[config.mk]
export PLATFORM = sky130hd
export DESIGN_NAME = adc_linear_calibration_remap_unit
export DESIGN_NICKNAME = d
export VERILOG_FILES = /design/src/sv/acal_pkg.sv /design/src/sv/acal_front.sv /design/src/sv/acal_div_cell.sv /design/src/sv/adc_linear_calibration_remap_unit.sv
export SDC_FILE = /design/constraint.sdc
export NUM_CORES = 1
export LEC_CHECK = 0
export ABC_AREA = 1
export BUFFER_PORTS_ARGS = -buffer_cell sky130_fd_sc_hd__buf_2
export CAP_MARGIN = 20
export CORE_MARGIN = 2
export CORE_UTILIZATION = 34
export DETAILED_ROUTE_END_ITERATION = 12
export MAX_ROUTING_LAYER = met4
export PLACE_DENSITY = 0.5
export SLEW_MARGIN = 25
export SYNTH_ARGS = -nofsm -noshare
export SYNTH_HDL_FRONTEND = slang
export SYNTH_SLANG_ARGS = --single-unit
export TNS_END_PERCENT = 100
[constraint.sdc]
create_clock -name aclk -period 46 [get_ports aclk]
set_input_delay 4.6 -clock aclk [delete_from_list [all_inputs] [get_ports aclk]]
set_output_delay 4.6 -clock aclk [all_outputs]
set_load 0.01 [all_outputs]
[src/sv/acal_pkg.sv]
`timescale 1ns / 1ps
package acal_pkg;

    localparam int SAMPLE_BITS = 12;
    localparam int CH_W        = 2;
    localparam int NUM_CH      = 4;
    localparam int NUM_REGS    = 2 * NUM_CH;
    localparam int REG_IDX_W   = $clog2(NUM_REGS);
    localparam int ADDR_W      = REG_IDX_W + 2;
    localparam int APB_DATA_W  = 32;
    localparam int TDATA_W     = ((SAMPLE_BITS + 7) / 8) * 8;
    localparam int TUSER_W     = 8;

    localparam logic [SAMPLE_BITS-1:0] FULL_SCALE = {SAMPLE_BITS{1'b1}};

    // register map: minima first, then maxima, each in channel order
    localparam logic [REG_IDX_W-1:0] REG_MIN_BASE = REG_IDX_W'(0);
    localparam logic [REG_IDX_W-1:0] REG_MAX_BASE = REG_IDX_W'(NUM_CH);

    localparam logic [SAMPLE_BITS-1:0] MIN_RESET [NUM_CH] = '{
        SAMPLE_BITS'(8), SAMPLE_BITS'(8), SAMPLE_BITS'(7), SAMPLE_BITS'(7)
    };
    localparam logic [SAMPLE_BITS-1:0] MAX_RESET [NUM_CH] = '{
        SAMPLE_BITS'(3169), SAMPLE_BITS'(3169), SAMPLE_BITS'(3169), SAMPLE_BITS'(31)
    };

    typedef enum logic [1:0] {
        CLAMP_NONE,
        CLAMP_ZERO,
        CLAMP_FULL
    } clamp_t;

    typedef struct packed {
        logic                   valid;
        logic [CH_W-1:0]        channel;
        clamp_t                 clamp;
        logic [SAMPLE_BITS-1:0] span;
        logic [SAMPLE_BITS-1:0] rem;
        logic [SAMPLE_BITS-1:0] num;
        logic [SAMPLE_BITS-1:0] quo;
    } div_beat_t;

endpackage

[src/sv/acal_front.sv]
`timescale 1ns / 1ps
module acal_front (
    input  logic                            aclk,
    input  logic                            aresetn,
    input  logic                            advance,
    input  logic                            in_valid,
    input  logic [acal_pkg::CH_W-1:0]        in_channel,
    input  logic [acal_pkg::SAMPLE_BITS-1:0] in_sample,
    input  logic [acal_pkg::SAMPLE_BITS-1:0] cal_lo,
    input  logic [acal_pkg::SAMPLE_BITS-1:0] cal_hi,
    output acal_pkg::div_beat_t              beat_out
);
    import acal_pkg::*;

    logic                   s0_valid_reg;
    logic [CH_W-1:0]        s0_channel_reg;
    clamp_t                 s0_clamp_reg;
    logic [SAMPLE_BITS-1:0] s0_span_reg;
    logic [SAMPLE_BITS-1:0] s0_diff_reg;

    clamp_t                   clamp_next;
    logic [2*SAMPLE_BITS-1:0] numer;
    div_beat_t                beat_next;
    div_beat_t                beat_reg;

    always_comb begin
        if (cal_hi <= cal_lo) begin
            clamp_next = CLAMP_ZERO;
        end else if (in_sample <= cal_lo) begin
            clamp_next = CLAMP_ZERO;
        end else if (in_sample >= cal_hi) begin
            clamp_next = CLAMP_FULL;
        end else begin
            clamp_next = CLAMP_NONE;
        end
    end

    always_ff @(posedge aclk) begin
        if (!aresetn) begin
            s0_valid_reg <= 1'b0;
        end else if (advance) begin
            s0_valid_reg <= in_valid;
        end
        if (advance) begin
            s0_channel_reg <= in_channel;
            s0_clamp_reg   <= clamp_next;
            s0_span_reg    <= cal_hi - cal_lo;
            s0_diff_reg    <= in_sample - cal_lo;
        end
    end

    // times full scale: shift up by the sample width, subtract once
    assign numer = {s0_diff_reg, {SAMPLE_BITS{1'b0}}} - {{SAMPLE_BITS{1'b0}}, s0_diff_reg};

    always_comb begin
        beat_next.valid   = s0_valid_reg;
        beat_next.channel = s0_channel_reg;
        beat_next.clamp   = s0_clamp_reg;
        beat_next.span    = s0_span_reg;
        beat_next.rem     = numer[2*SAMPLE_BITS-1:SAMPLE_BITS];
        beat_next.num     = numer[SAMPLE_BITS-1:0];
        beat_next.quo     = '0;
    end

    always_ff @(posedge aclk) begin
        if (!aresetn) begin
            beat_reg.valid <= 1'b0;
        end else if (advance) begin
            beat_reg <= beat_next;
        end
    end

    assign beat_out = beat_reg;

endmodule

[src/sv/acal_div_cell.sv]
`timescale 1ns / 1ps
module acal_div_cell (
    input  logic                aclk,
    input  logic                aresetn,
    input  logic                advance,
    input  acal_pkg::div_beat_t beat_in,
    output acal_pkg::div_beat_t beat_out
);
    import acal_pkg::*;

    logic [SAMPLE_BITS:0]   trial;
    logic [SAMPLE_BITS:0]   span_ext;
    logic [SAMPLE_BITS:0]   reduced;
    logic                   q_bit;
    div_beat_t              beat_next;
    div_beat_t              beat_reg;

    // one restoring step: bring down the next numerator bit, try the span
    assign trial    = {beat_in.rem, beat_in.num[SAMPLE_BITS-1]};
    assign span_ext = {1'b0, beat_in.span};
    assign q_bit    = (trial >= span_ext);
    assign reduced  = trial - span_ext;

    always_comb begin
        beat_next     = beat_in;
        beat_next.rem = q_bit ? reduced[SAMPLE_BITS-1:0] : trial[SAMPLE_BITS-1:0];
        beat_next.num = {beat_in.num[SAMPLE_BITS-2:0], 1'b0};
        beat_next.quo = {beat_in.quo[SAMPLE_BITS-2:0], q_bit};
    end

    always_ff @(posedge aclk) begin
        if (!aresetn) begin
            beat_reg.valid <= 1'b0;
        end else if (advance) begin
            beat_reg <= beat_next;
        end
    end

    assign beat_out = beat_reg;

endmodule

[src/sv/adc_linear_calibration_remap_unit.sv]
`timescale 1ns / 1ps
// Two-point calibration of four joystick ADC channels. Each input beat carries
// a raw sample (s_tdata) and its channel (s_tuser); the result beat returns
// (raw - min) * 4095 / (max - min), truncated, with 0 at or below min, 4095 at
// or above max, and 0 when max <= min. Minima sit at 0x00..0x0C and maxima at
// 0x10..0x1C on the APB port; write them only while no beat is in flight.
// One beat is taken every cycle unless the output stalls; the pipeline is made of
// the subtract and multiply stages, a chain of twelve divider cells (one quotient
// bit per cell) and the output register. All stages advance together whenever the
// output register is empty or drained, so s_tready follows m_tready.
module adc_linear_calibration_remap_unit (
    input  logic                              aclk,
    input  logic                              aresetn,
    input  logic                              s_tvalid,
    output logic                              s_tready,
    input  logic [acal_pkg::TDATA_W-1:0]      s_tdata,   // raw_sample, zero pad
    input  logic [acal_pkg::TUSER_W-1:0]      s_tuser,   // channel, zero pad
    output logic                              m_tvalid,
    input  logic                              m_tready,
    output logic [acal_pkg::TDATA_W-1:0]      m_tdata,   // scaled, zero pad
    output logic [acal_pkg::TUSER_W-1:0]      m_tuser,   // channel_out, zero pad
    input  logic                              psel,
    input  logic                              penable,
    input  logic                              pwrite,
    input  logic [acal_pkg::ADDR_W-1:0]       paddr,
    input  logic [acal_pkg::APB_DATA_W-1:0]   pwdata,
    output logic [acal_pkg::APB_DATA_W-1:0]   prdata,
    output logic                              pready
);
    import acal_pkg::*;

    logic [SAMPLE_BITS-1:0] min_reg [NUM_CH];
    logic [SAMPLE_BITS-1:0] max_reg [NUM_CH];

    logic                   out_valid_reg;
    logic [CH_W-1:0]        out_channel_reg;
    logic [SAMPLE_BITS-1:0] out_scaled_reg;
    logic [SAMPLE_BITS-1:0] scaled_next;

    logic                   advance;
    logic                   cfg_wr;
    logic [REG_IDX_W-1:0]   cfg_idx;
    logic [CH_W-1:0]        in_channel;
    div_beat_t              beats [SAMPLE_BITS+1];

    assign pready  = 1'b1;
    assign cfg_wr  = psel && penable && pwrite && pready;
    assign cfg_idx = paddr[ADDR_W-1:2];

    always_ff @(posedge aclk) begin
        if (!aresetn) begin
            for (int i = 0; i < NUM_CH; i++) begin
                min_reg[i] <= MIN_RESET[i];
                max_reg[i] <= MAX_RESET[i];
            end
        end else if (cfg_wr) begin
            if (cfg_idx < REG_MAX_BASE) begin
                min_reg[CH_W'(cfg_idx - REG_MIN_BASE)] <= pwdata[SAMPLE_BITS-1:0];
            end else begin
                max_reg[CH_W'(cfg_idx - REG_MAX_BASE)] <= pwdata[SAMPLE_BITS-1:0];
            end
        end
    end

    always_comb begin
        if (cfg_idx < REG_MAX_BASE) begin
            prdata = APB_DATA_W'(min_reg[CH_W'(cfg_idx - REG_MIN_BASE)]);
        end else begin
            prdata = APB_DATA_W'(max_reg[CH_W'(cfg_idx - REG_MAX_BASE)]);
        end
    end

    // hold every stage while the output beat waits
    assign advance    = !out_valid_reg || m_tready;
    assign s_tready   = advance;
    assign in_channel = s_tuser[CH_W-1:0];

    acal_front u_front (
        .aclk       (aclk),
        .aresetn    (aresetn),
        .advance    (advance),
        .in_valid   (s_tvalid),
        .in_channel (in_channel),
        .in_sample  (s_tdata[SAMPLE_BITS-1:0]),
        .cal_lo     (min_reg[in_channel]),
        .cal_hi     (max_reg[in_channel]),
        .beat_out   (beats[0])
    );

    for (genvar g = 0; g < SAMPLE_BITS; g++) begin : g_cell
        acal_div_cell u_cell (
            .aclk     (aclk),
            .aresetn  (aresetn),
            .advance  (advance),
            .beat_in  (beats[g]),
            .beat_out (beats[g+1])
        );
    end

    always_comb begin
        case (beats[SAMPLE_BITS].clamp)
            CLAMP_NONE: scaled_next = beats[SAMPLE_BITS].quo;
            CLAMP_ZERO: scaled_next = '0;
            CLAMP_FULL: scaled_next = FULL_SCALE;
            default:    scaled_next = '0;
        endcase
    end

    always_ff @(posedge aclk) begin
        if (!aresetn) begin
            out_valid_reg <= 1'b0;
        end else if (advance) begin
            out_valid_reg <= beats[SAMPLE_BITS].valid;
        end
        if (advance) begin
            out_channel_reg <= beats[SAMPLE_BITS].channel;
            out_scaled_reg  <= scaled_next;
        end
    end

    assign m_tvalid = out_valid_reg;
    assign m_tdata  = TDATA_W'(out_scaled_reg);
    assign m_tuser  = TUSER_W'(out_channel_reg);

endmodule

==> results of run 1 <==
==> metal layers <==
metal  track usage [%]  vias to the layer above
li1                  -                    12300
met1              19.4                    10900
met2              25.4                      368
met3              1.87                      127
met4              5.25                        0
met5                 -                        -
==> cell type report <==
| type | instances | share of cell area (%) |
|---|---|---|
| Tap cell | 1380 | 4.38 |
| Timing Repair Buffer | 78 | 1.12 |
| Inverter | 635 | 6.04 |
| Sequential cell | 649 | 49.0 |
| Multi-Input combinational cell | 2316 | 33.0 |
| Clock inverter | 36 | 1.10 |
| Clock buffer | 101 | 5.38 |
==> cells in the final DEF, fill, tap and decap left out, drive strengths merged, types with 4 or more instances in the layout <==
master   count
nand2      915
inv        636
edfxtp     634
nor2       370
nand3      208
o21ai      183
ha         181
a21oi      113
nand4      105
clkbuf     101
buf         78
xor2        71
conb        31
nor3        27
nand3b      24
clkinv      24
xnor2       19
a31oi       17
dfxtp       15
a32oi       13
fa          13
a2bb2oi     10
bufinv       9
o21bai       4
==> cell families after synthesis <==
logic type,Yosys count,share of synthesized area [%]
simple gates,1654,21.3
buf+inv,727,8.58
flops,649,54.9
compound gates,347,5.86
fa+ha+maj,194,7.16
xor+xnor,90,2.24
other cells,2,0.0213
==> worst min-delay path by stage <==
stage	end	slack, ns	cells after the start
6_report	u_front.beat_out[36]	0.41	0
4_1_cts	g_cell[3].u_cell.beat_out[50]	0.41	0
5_1_grt	g_cell[1].u_cell.beat_out[51]	0.42	0
3_3_place_gp	g_cell[4].u_cell.beat_out[19]	0.40	0
3_5_place_dp	g_cell[0].u_cell.beat_out[19]	0.40	0
2_1_floorplan	g_cell[0].u_cell.beat_out[13]	0.40	0
==> worst register-to-register path: cells and delay by family (launching register included) <==
family	cells	cell delay, ns
buf+inv	6	2.70
flops	1	0.30
simple gates	2	0.51
==> power breakdown <==
| part | internal [mW] | switching [mW] |
|---|---|---|
| Clock | 0.376 | 0.240 |
| Sequential | 0.813 | 0.0682 |
| Combinational | 0.293 | 0.541 |
==> per-stage QoR <==
stage               std cells  hold WS [ns]  cell area [um2]
finish                   5195         0.413            39500
global route             5195         0.419            39500
CTS                      5194         0.414            39400
detailed placement       5057         0.405            36900
global placement         5057         0.401            36900
floorplan                3692         0.400            35400
==> impl_metrics.json, run 1 <==
{
  "crit_chain": "buf_2 -> buf_4 -> clkinv_1 -> a21oi_1 -> o21ai_0 -> a31oi_1 -> buf_2",
  "place.gp.congestion": 0.875,
  "relSlewSlack_pct": 30.0,
  "drv_cap": 0,
  "cts_tree": "done",
  "track_usage_pct": 15.3,
  "fin_crit_ns": 12.06,
  "ys_seq_elements": 649,
  "die_y_um": 326,
  "yosysMostFrequentCell": "nand2_1",
  "postSynthAreaPerCell_um2": 9.62,
  "startpoint_type": "input pin",
  "skew_ns": 0.0296,
  "multi_input_area_um2": 13000,
  "drive_gt1_share_pct": 9.59,
  "post-route-util_pct": 38.2,
  "r2r_setup_slack_ns": 42.15,
  "setup_viol": 0,
  "r2r_start": "m_tvalid",
  "max_stage_delay_ns": 0.98,
  "cts_hold_buffers": 0,
  "reg2reg_to": "u_front.beat_out[14]",
  "ys.flop_type": "edfxtp_1",
  "netlist.area_leader.share_pct": 54.0,
  "vias_per_cell": 4.55,
  "fin_nets": 4017,
  "synth_area_leaders": "edfxtp_1 (54%), nand2_1 (9.3%), inv_1 (6.6%)",
  "p_per_area_nw_per_um2": 59.1,
  "cts_buffer_depth": 3,
  "cp-endpoint": "prdata[1]",
  "drc": 0,
  "synth-edff-count": 634,
  "ff2ff_path_depth": 8,
  "cp.required_ns": 41.40,
  "antenna_found_initial": 2,
  "area_delta_synth_final_pct": 11.9,
  "hold_path_class": "reg -> reg",
  "post_cts_buffers": 0,
  "cp.depth": 7,
  "cp_data_arrival_time_ns": 7.46,
  "maxSlewViolCount": 0,
  "status": "finished clean",
  "hold_start": "u_front.s0_span_reg[0]",
  "yosys_warnings": 0,
  "synthCells": 3663,
  "fmax_mhz": 83.0,
  "grt-ovfl-total": 0,
  "crit_type": "in -> out",
  "fin_crit_sh_pct": 26.2,
  "crit_top_cell": "buf_2",
  "fillerInstances": 10300,
  "critPathLaunch": "paddr[2]",
  "clk_pin_slew_worst_paths_ns": 0.06,
  "wl_met1_mm": 36.0,
  "grt_pass1_vias": 23000,
  "rsz0062_at_grt": "false",
  "hold_viol": 0,
  "setup_slack_ns": 33.94,
  "die_area_um2": 106000,
  "wl_met2_mm": 38.5,
  "route.met3.wl_mm": 2.63,
  "setup_tns_ns": 0,
  "pin_count": 127,
  "path_buf_inv": 4,
  "drt-pass1-iter-count": 5,
  "ys_types": 50,
  "clock-sinks": 649,
  "crit_family": "buffers and inverters",
  "ctsResizeCount": 0,
  "largest_register_ffs": 468,
  "vias": 23600,
  "async_flop_share_pct": 0,
  "start_util_pct": 34.2,
  "h-tree-depth": 3,
  "ant_nets": 0,
  "vdd_ir_drop_max_mv": 0.0280,
  "worst_slew_pin_slew_ns": 1.04,
  "io_buffers": 63,
  "num_rows": 118,
  "first_iter_violations": 1627,
  "coreArea_um2": 103000,
  "cp-end-kind": "output port",
  "dp_hpwl_mm": 58.8,
  "routedWlPerCell_um": 15.3,
  "insertion_delay_ns": 0.62,
  "ys_seq_area_share_pct": 54.9,
  "cts_made_buffers": 75,
  "grt_max_degree": 82,
  "highest-signal-layer": "met4",
  "die_width_um": 326,
  "wirelength_mm": 79.6,
  "detailedPlace.worstSlack_ns": 33.98,
  "antenna_cells": 0,
  "leakagePower_nw": 17.5,
  "seq_area_um2": 19300,
  "cp_slowest_cell": "clkinv_1",
  "netlist_area_um2": 35200,
  "fin_total_pwr_mw": 2.33,
  "netlist_top_cells_count": "nand2_1 (876), edfxtp_1 (634), inv_1 (620), nor2_1 (348), ha_1 (181)",
  "yosysTopAreaCell": "edfxtp_1",
  "cp_max_fo": 76,
  "cts_root_buffer": "clkbuf_16",
  "grt_first_pass_wirelength_mm": 126
}
Power figures use the tool's default switching activity.
==> run 2, diff against run 1 <==
Clock period 46 ns to 12.02 ns, I/O delays scaled along.
==> run 2 against run 1 <==
Wire length rose by 0.58%. Non-clock buffer count did not move. Hold slack got worse by 0.0031 ns. Utilization fell by 0.12 points. Via count rose by 0.69%. Critical path depth did not move. Combinational power rose to 3.8 times the previous value. Global-route usage rose by 0.095 points. Worst setup slack got worse by 27 ns. Sequential share of layout area rose by 0.15 points. First-iteration DRC count fell by 17%. Highest routed layer unchanged.
==> impl_metrics.json, run 2 (synthesis gave the netlist of run 1 again) <==
{
  "status": "finished clean",
  "cts_tree": "done",
  "p_per_area_nw_per_um2": 225,
  "io_buffers": 63,
  "vias": 23800,
  "fin_nets": 4016,
  "grt_first_pass_wirelength_mm": 126,
  "wirelength_mm": 80.0,
  "first_iter_violations": 1358,
  "cp_slowest_cell": "clkinv_1",
  "die_width_um": 326,
  "crit_top_cell": "buf_2",
  "drive_gt1_share_pct": 9.35,
  "layout_commonest_cell": "nand2_1",
  "sw_frac_of_total_pct": 36.4,
  "startpoint_type": "input pin",
  "rsz0062_at_grt": "false",
  "detailedPlace.worstSlack_ns": 6.84,
  "grt_max_degree": 177,
  "h-tree-depth": 3,
  "vdd_ir_drop_max_mv": 0.112,
  "die_y_um": 326,
  "coreArea_um2": 103000,
  "p_seq_share_pct": 38.2,
  "fin_crit_ns": 5.31,
  "largest_register_ffs": 468,
  "crit_chain": "buf_2 -> buf_4 -> clkinv_1 -> a21oi_1 -> o21ai_0 -> a31oi_1 -> buf_2",
  "fillerInstances": 10300,
  "clk_pin_slew_worst_paths_ns": 0.06,
  "leakagePower_nw": 17.5,
  "max_stage_delay_ns": 1.00,
  "hold_viol": 0,
  "routedWlPerCell_um": 15.4,
  "cp_data_arrival_time_ns": 4.10,
  "p_int_mw": 5.61,
  "die_area_um2": 106000,
  "placed_area_um2": 36900,
  "pin_count": 127,
  "cp_max_fo": 76,
  "start_util_pct": 34.2,
  "drt-pass1-iter-count": 7,
  "drc": 0,
  "cp.required_ns": 10.82,
  "track_usage_pct": 15.4,
  "worst_slew_pin_slew_ns": 1.11,
  "fin_crit_sh_pct": 44.1,
  "skew_ns": 0.0270,
  "post_cts_buffers": 0,
  "antenna_found_initial": 0,
  "num_rows": 118,
  "ant_nets": 0,
  "setup_viol": 0,
  "cts_hold_buffers": 0,
  "dp_hpwl_mm": 59.0,
  "cts_buffer_depth": 3,
  "cp-end-kind": "output port",
  "setup_slack_ns": 6.71,
  "maxSlewViolCount": 0,
  "setup_tns_ns": 0,
  "place.gp.congestion": 0.858,
  "drv_cap": 0,
  "fmax_mhz": 188,
  "cts_root_buffer": "clkbuf_16",
  "final_area_um2": 39300,
  "crit_type": "in -> out",
  "area_delta_synth_final_pct": 11.6,
  "relSlewSlack_pct": 25.7,
  "grt_pass1_vias": 23100,
  "clockPowerShare_pct": 25.7,
  "ctsResizeCount": 0,
  "path_buf_inv": 4,
  "p_sw_mw": 3.22,
  "insertion_delay_ns": 0.61,
  "grt-ovfl-total": 0,
  "clock-sinks": 649,
  "crit_family": "buffers and inverters",
  "pwr-share-comb_pct": 36.2,
  "vias_per_cell": 4.59,
  "cts_made_buffers": 74,
  "mostFrequentLayoutCells": "nand2_1 (876), edfxtp_1 (634), inv_1 (619)",
  "hold_path_class": "reg -> reg"
}
==> run 2: cell count changes in the layout (fill, tap and decap cells not counted), sizes merged <==
cell	change
clkbuf	-11
clkinvlp	-1
clkinv	+7
inv	-3
diode	+1
==> run 2: cell type report <==
cell class                 instances  area [um2]  area share, %
timing repair buffer              78         444           1.13
antenna                            1        2.50        0.00636
clock buffer                      90        2020           5.13
multi-input combinational       2316       13000           33.1
inverter                         635        2380           6.06
clock inverter                    39         409           1.04
sequential                       649       19300           49.2
tap                             1380        1730           4.39
==> run 2: metrics by stage <==
stage,instances,hold WS [ns],util (%),power [mW]
after global routing,5187,0.418,38.1,9.52
after floorplan,3692,0.400,-,5.93
final,5188,0.410,38.1,8.83
after CTS,5187,0.414,38.1,8.95
after global placement,5058,0.400,35.8,6.62
after detailed placement,5058,0.405,35.8,6.64
==> run 2: per-layer routing <==
metal	vias to the layer above	global-route usage [%]	routed length, um
met3	155	2.01	2940
met5	-	-	0
met4	0	5.53	2590
met2	413	25.6	38700
met1	11000	19.3	35800
li1	12300	-	-
==> run 2: path summary, 6_finish.rpt <==
check                                              startpoint                             to  slack, ns  depth (start not counted)
worst max-delay path                                 paddr[2]                      prdata[1]       6.71                          7
worst min-delay path            g_cell[8].u_cell.beat_out[22]  g_cell[9].u_cell.beat_out[23]       0.41                          0
worst max register to register                       m_tvalid  g_cell[2].u_cell.beat_out[39]       8.88                          7
worst min register to register  g_cell[8].u_cell.beat_out[22]  g_cell[9].u_cell.beat_out[23]       0.41                          0
==> run 2: power groups by stage <==
stage                     combinational [mW]  sequential [mW]  clock (mW)
after global placement                  3.19             3.42           0
after floorplan                         2.62             3.31           0
after CTS                               3.23             3.38        2.34
after global routing                    3.67             3.42        2.42
after detailed placement                3.22             3.43           0
final                                   3.20             3.37        2.27
==> run 2: worst register-to-register path, delay by kind of cell (launching register included) <==
kind                   cells  cell delay [ns]
and+or+nand+nor            2             0.11
buffers and inverters      5             2.30
DFF                        1             0.31
